==> src/rtl/ncme_pkg.sv <==
package ncme_pkg;

  // Automaton size
  localparam int STATE_COUNT  = 64;
  localparam int ACTION_COUNT = 64;

  // Fixed field widths
  localparam int SET_W   = 64;
  localparam int FIELD_W = 6;

  localparam int STATE_W  = $clog2(STATE_COUNT);
  localparam int ACTION_W = $clog2(ACTION_COUNT);
  localparam int ADDR_W   = ACTION_W + STATE_W;

  localparam logic [SET_W-1:0] STATE_MASK = {SET_W{1'b1}} >> (SET_W - STATE_COUNT);

  // Command codes
  localparam logic [1:0] CMD_ADD   = 2'd0;
  localparam logic [1:0] CMD_CLOSE = 2'd1;
  localparam logic [1:0] CMD_MOVE  = 2'd2;

  // Status codes
  localparam logic [1:0] STATUS_OK     = 2'd0;
  localparam logic [1:0] STATUS_NONE   = 2'd1;
  localparam logic [1:0] STATUS_EPS    = 2'd2;

  // Walk unit to sequencer
  typedef struct packed {
    logic               rd_en;
    logic [STATE_W-1:0] rd_state;
    logic               done;
  } walk_stat_t;

  // One-hot (lowest member) to state index
  function automatic logic [STATE_W-1:0] onehot_index(input logic [SET_W-1:0] low);
    logic [STATE_W-1:0] idx;
    idx = '0;
    for (int i = 0; i < STATE_COUNT; i++) begin
      if (low[i]) begin
        idx = idx | STATE_W'(i);
      end
    end
    return idx;
  endfunction

  function automatic logic [ADDR_W-1:0] mask_addr(input logic [ACTION_W-1:0] act,
                                                   input logic [STATE_W-1:0] st);
    return {act, st};
  endfunction

endpackage

==> src/rtl/ncme_walk.sv <==
module ncme_walk (
  input  logic                      clk,
  input  logic                      rst,
  input  logic                      start,
  input  logic                      close_mode,
  input  logic                      expand,
  input  logic [ncme_pkg::SET_W-1:0] seed,
  input  logic [ncme_pkg::SET_W-1:0] rdata,
  output ncme_pkg::walk_stat_t      stat,
  output logic [ncme_pkg::SET_W-1:0] result
);
  import ncme_pkg::*;

  logic             active;
  logic             inflight;
  logic             close_q;
  logic             rd_en;
  logic             done;
  logic [SET_W-1:0] pending;
  logic [SET_W-1:0] acc;
  logic [SET_W-1:0] low;
  logic [SET_W-1:0] fresh;

  // lowest pending member, isolated
  assign low   = pending & (~pending + {{(SET_W-1){1'b0}}, 1'b1});
  // closure keeps only newly reached states; gather takes the whole mask
  assign fresh = inflight ? (close_q ? (rdata & ~acc) : rdata) : '0;

  assign rd_en  = active && (pending != '0);
  assign done   = active && (pending == '0) && !inflight;
  assign stat   = '{rd_en: rd_en, rd_state: onehot_index(low), done: done};
  assign result = acc;

  always_ff @(posedge clk) begin
    if (rst) begin
      active   <= 1'b0;
      inflight <= 1'b0;
    end else if (start) begin
      active   <= 1'b1;
      inflight <= 1'b0;
    end else begin
      if (done) begin
        active <= 1'b0;
      end
      inflight <= rd_en;
    end
  end

  always_ff @(posedge clk) begin
    if (start) begin
      pending <= expand ? seed : '0;
      acc     <= close_mode ? seed : '0;
      close_q <= close_mode;
    end else if (active) begin
      pending <= (pending & ~low) | (close_q ? fresh : '0);
      acc     <= acc | fresh;
    end
  end

endmodule

==> config.mk <==
export PLATFORM = sky130hd
export DESIGN_NAME = ncme_walk
export DESIGN_NICKNAME = d
export VERILOG_FILES = /design/src/rtl/ncme_pkg.sv /design/src/rtl/ncme_walk.sv
export SDC_FILE = /design/constraint.sdc
export NUM_CORES = 1
export LEC_CHECK = 0
export ABC_AREA = 1
export ABC_CLOCK_PERIOD_IN_PS = 4300
export BUFFER_PORTS_ARGS = -buffer_cell sky130_fd_sc_hd__buf_2
export CORE_UTILIZATION = 50
export DETAILED_ROUTE_END_ITERATION = 7
export PLACE_DENSITY = 0.78
export SLEW_MARGIN = 20
export SYNTH_ARGS = -nofsm -noshare
export SYNTH_HDL_FRONTEND = slang
export SYNTH_SLANG_ARGS = --single-unit
==> constraint.sdc <==
create_clock -name clk -period 4.3 [get_ports clk]
set_input_delay 0.43 -clock clk [delete_from_list [all_inputs] [get_ports clk]]
set_output_delay 0.43 -clock clk [all_outputs]
set_load 0.01 [all_outputs]
# Word level (Yosys, flattened, before mapping)

Cells that the tools add are included.

Flip-flop bits (word level): 131
Input bits: 133
Logic and storage cells: 103

Add/sub/neg operators: 1
Muxes and demuxes: 81
Bitwise gates (word level): 8
Reductions and logical operators: 8

Operators with widths:

| cell                                          | count |
|---|---|
| 2-to-1 mux 64 bit                             | 11 |
| bitwise AND 64 bit                            | 3 |
| 2-to-1 mux 6 bit                              | 32 |
| NOT 64 bit                                    | 3 |
| bitwise OR 64 bit                             | 2 |
| 2-to-1 mux 5 bit                              | 16 |
| adder 64 x 1 -> 64 bit, second input constant | 1 |
| zero test 64 bit                              | 1 |
| nonzero test 64 bit                           | 1 |
| 2-to-1 mux 4 bit                              | 8 |
| 2-to-1 mux 3 bit                              | 4 |
| 2-to-1 mux 1 bit                              | 8 |
| 2-to-1 mux 2 bit                              | 2 |
| logical AND 1 bit                             | 3 |
| nonzero test 3 bit                            | 1 |
| nonzero test 2 bit                            | 1 |
| zero test 1 bit                               | 1 |

# Logic depth before layout (Yosys ltp)

Depth after elaboration: 66
Gate-level depth with buffers: 13
Gate-level depth less buffers: 13

# Least setup slack after synthesis

No wires, ideal clock.

Kind: input to register
Start: input port start
End: register pending[0] (enable)
Arrival time: 3.129 ns
Required time: 3.175 ns
Path slack: 0.046 ns
Stages: 5
Buffers on the path: 3
Path through: buf_2 inv_1 buf_2 buf_2 nand2_1

Cells in the longest elaborated chain, start to end: 1

RTL lines:

| element                      | RTL line        | source |
|---|---|---|
| start, declared              | ncme_walk.sv:4  | `input logic start,` |
| nonzero test 2 bit (no line) | n/a             |  |
| end signal, assigned         | ncme_walk.sv:51 | `pending <= expand ? seed : '0;` |
| end signal, assigned         | ncme_walk.sv:55 | `pending <= (pending & ~low) \| (close_q ? fresh : '0);` |
| end, declared                | ncme_walk.sv:19 | `logic [SET_W-1:0] pending;` |

No other way between the ends.
A chain may end at the register's enable or synchronous reset.

==> impl_metrics.env <==
export IMPL_worst_slew_pin_slew_ns=0.948
export IMPL_slew_headroom_pct=36.4
export IMPL_hold_violations=0
export IMPL_ctsRootBufferMaster="clkbuf_16"
export IMPL_crit_fanout=4
export IMPL_critical_path_class="flop to output port"
export IMPL_io_buffer_count=204
export IMPL_synth_area_mm2=0.00911
export IMPL_fmax_mhz=311
export IMPL_ios=205
export IMPL_syn_nets=1392
export IMPL_place_area_mm2=0.0103
export IMPL_vias=9473
export IMPL_drv_slew=0
export IMPL_die_w_um=137
export IMPL_crit_path_end_kind="output port"
export IMPL_postCtsSetupBuffers=0
export IMPL_clkTransAtPathRegs_ns=0.06
export IMPL_grt_max_degree=66
export IMPL_max_stage_delay_ns=0.48
export IMPL_min_path_type="input pin to flop"
export IMPL_yosys_top_cells_area="edfxtp_1, nand2_1, nand3_1"
export IMPL_yosys_register_bits=131
export IMPL_status="completed"
export IMPL_period_share_pct=74.8
export IMPL_ys_seq_area_share_pct=42.9
export IMPL_cts_tree="built"
export IMPL_required_ns=3.87
export IMPL_fin_crit_ns=3.22
export IMPL_powerDensity_mw_per_mm2=365
export IMPL_startpoint_type="flop"
export IMPL_synth_top_area_share_pct=42.5
export IMPL_cts_htree_levels=4
export IMPL_ant_nets=0
export IMPL_p_leak_nw=5.36
export IMPL_critPathSlowestCell="edfxtp_1"
export IMPL_wl_per_cell_um=17.2
export IMPL_yosys_warnings=0
export IMPL_dr_pass1_iters=7
export IMPL_grt_setup_unrepaired="false"
export IMPL_fp_dieArea_mm2=0.0188
export IMPL_reg2reg_from="close_q$_DFFE_PP_"
export IMPL_fin_nets=1575
export IMPL_core_area_mm2=0.0179
export IMPL_avgViaCountPerCell=5.63
export IMPL_die_y_um=137
export IMPL_grt_pass1_vias=8702
export IMPL_place_gp_congestion=0.973
export IMPL_layout_common_cells="nand2_1, buf_2, inv_1, nand3_1, nor2_1"
export IMPL_grt_pass1_wl_mm=45.5
export IMPL_setup_viol=0
export IMPL_yosys_area_top_type="edfxtp_1"
export IMPL_yosysUniqueCellTypes=34
export IMPL_wl_mm=29.0
export IMPL_vdd_drop_max_mv=0.259
export IMPL_clockBufferDepth=2
export IMPL_utilization_pct=61.1
export IMPL_cts_sinks=131
export IMPL_clk_latency_ns=0.43
export IMPL_fin_area_mm2=0.0109
export IMPL_skew_ns=0.00762
export IMPL_post_cts_resized=0
export IMPL_critical_path_arrival_ns=2.79
export IMPL_drv_cap=0
export IMPL_cts_inserted_buffers=17
export IMPL_syn2layout_area_growth_pct=20.1
export IMPL_initial_core_util_pct=50.9
export IMPL_layout_commonest_cell="nand2_1"
export IMPL_antenna_found_initial=0
export IMPL_crit_chain="nor2_1, nand2_1, nor2_1, nand2_1, nor2_1, nand2_1, nor2_2, nand2_1, nand3_1, nor2_1, nand3_1, buf_2"
export IMPL_placementRows=49
export IMPL_drc_errors=0
export IMPL_cp_startpoint="pending[22]$_DFFE_PP_"
export IMPL_syn_area_per_cell_um2=7.24
export IMPL_ctsHoldBuffers=0
export IMPL_synthesis_instances=1259
export IMPL_diodes=0
export IMPL_drt_iter0_drc=939
export IMPL_drive_gt1_share_pct=19.7
export IMPL_tns_ns=0
export IMPL_hold_start="rst"
export IMPL_overflow=0
export IMPL_dp_hpwl_mm=21.9
export IMPL_grt_total_usage_pct=31.6
-- layer usage --
metal  GRT usage, %  up-vias  wire length, um
met5              0        -                0
met1           44.8     4403            13100
met4           9.22        0              497
met2           49.9      442            13200
met3           4.93       33             2220
li1               -     4595                -
-- critical path: cells and delay by family, from the launching register on --
family | cells | cell delay (ns)
and+or+nand+nor | 11 | 1.75
DFF | 1 | 0.48
buffers and inverters | 1 | 0.15
-- cells in the mapped netlist (all sizes together) --
cell type and n:
and3 1, buf 9, nand3b 6, edfxtp 129
nor3b 1, o211ai 41, nand2 314, o22ai 1
inv 185, nor3 10, dfxtp 2, nor4 1
nand4 18, a22oi 3, a21oi 5, o21ai 136
o221ai 19, clkinv 1, nand3 162, nor2 173
o31ai 2, clkbuf 40
-- through the flow --
stage               total power [mW]  worst slack, ns  std cells  hold WS, ns
finish                          3.99             1.08       1683        0.179
global route                    4.14            0.906       1683        0.185
CTS                             3.99             1.17       1683        0.161
detailed placement              2.39             1.37       1652        0.457
global placement                2.38             1.49       1652        0.457
floorplan                       2.12           0.0460       1259        0.444
-- kinds of logic (layout without fill, tap and decap cells) --
group                  Yosys count  after routing  share of synthesized area [%]
AO/OA/AOI/OAI                  207            207                           13.4
AND/OR/NAND/NOR                686            686                           33.8
flip-flops                     131            131                           42.9
buffers and inverters          235            430                           9.80
-- path summary, 6_finish.rpt --
check,end,slack [ns],depth (start not counted)
worst min-delay path,inflight$_SDFF_PP0_,0.18,2
worst min register to register,inflight$_SDFF_PP0_,0.48,2
worst max-delay path,stat[4],1.08,12
worst max register to register,pending[32]$_DFFE_PP_,1.82,5
-- cell type report --
type	instances	area, um^2
fillers	1639	6960
repair buffers	213	1090
well taps	229	287
flip-flops and latches	131	3920
clock inverters	12	208
inverters	186	698
clock buffers	19	433
multi-input cells	893	4320
-- power breakdown --
group | internal [mW] | switching (mW)
Clock | 1.03 | 0.584
Sequential | 1.59 | 0.147
Combinational | 0.230 | 0.413
-- sequential cells by signal, indices dropped and copies added, names as in the netlist --
signal / cells
active: 1
close_q: 1
inflight: 1
pending: 64
result: 64
(Power assumes the default switching activity.)
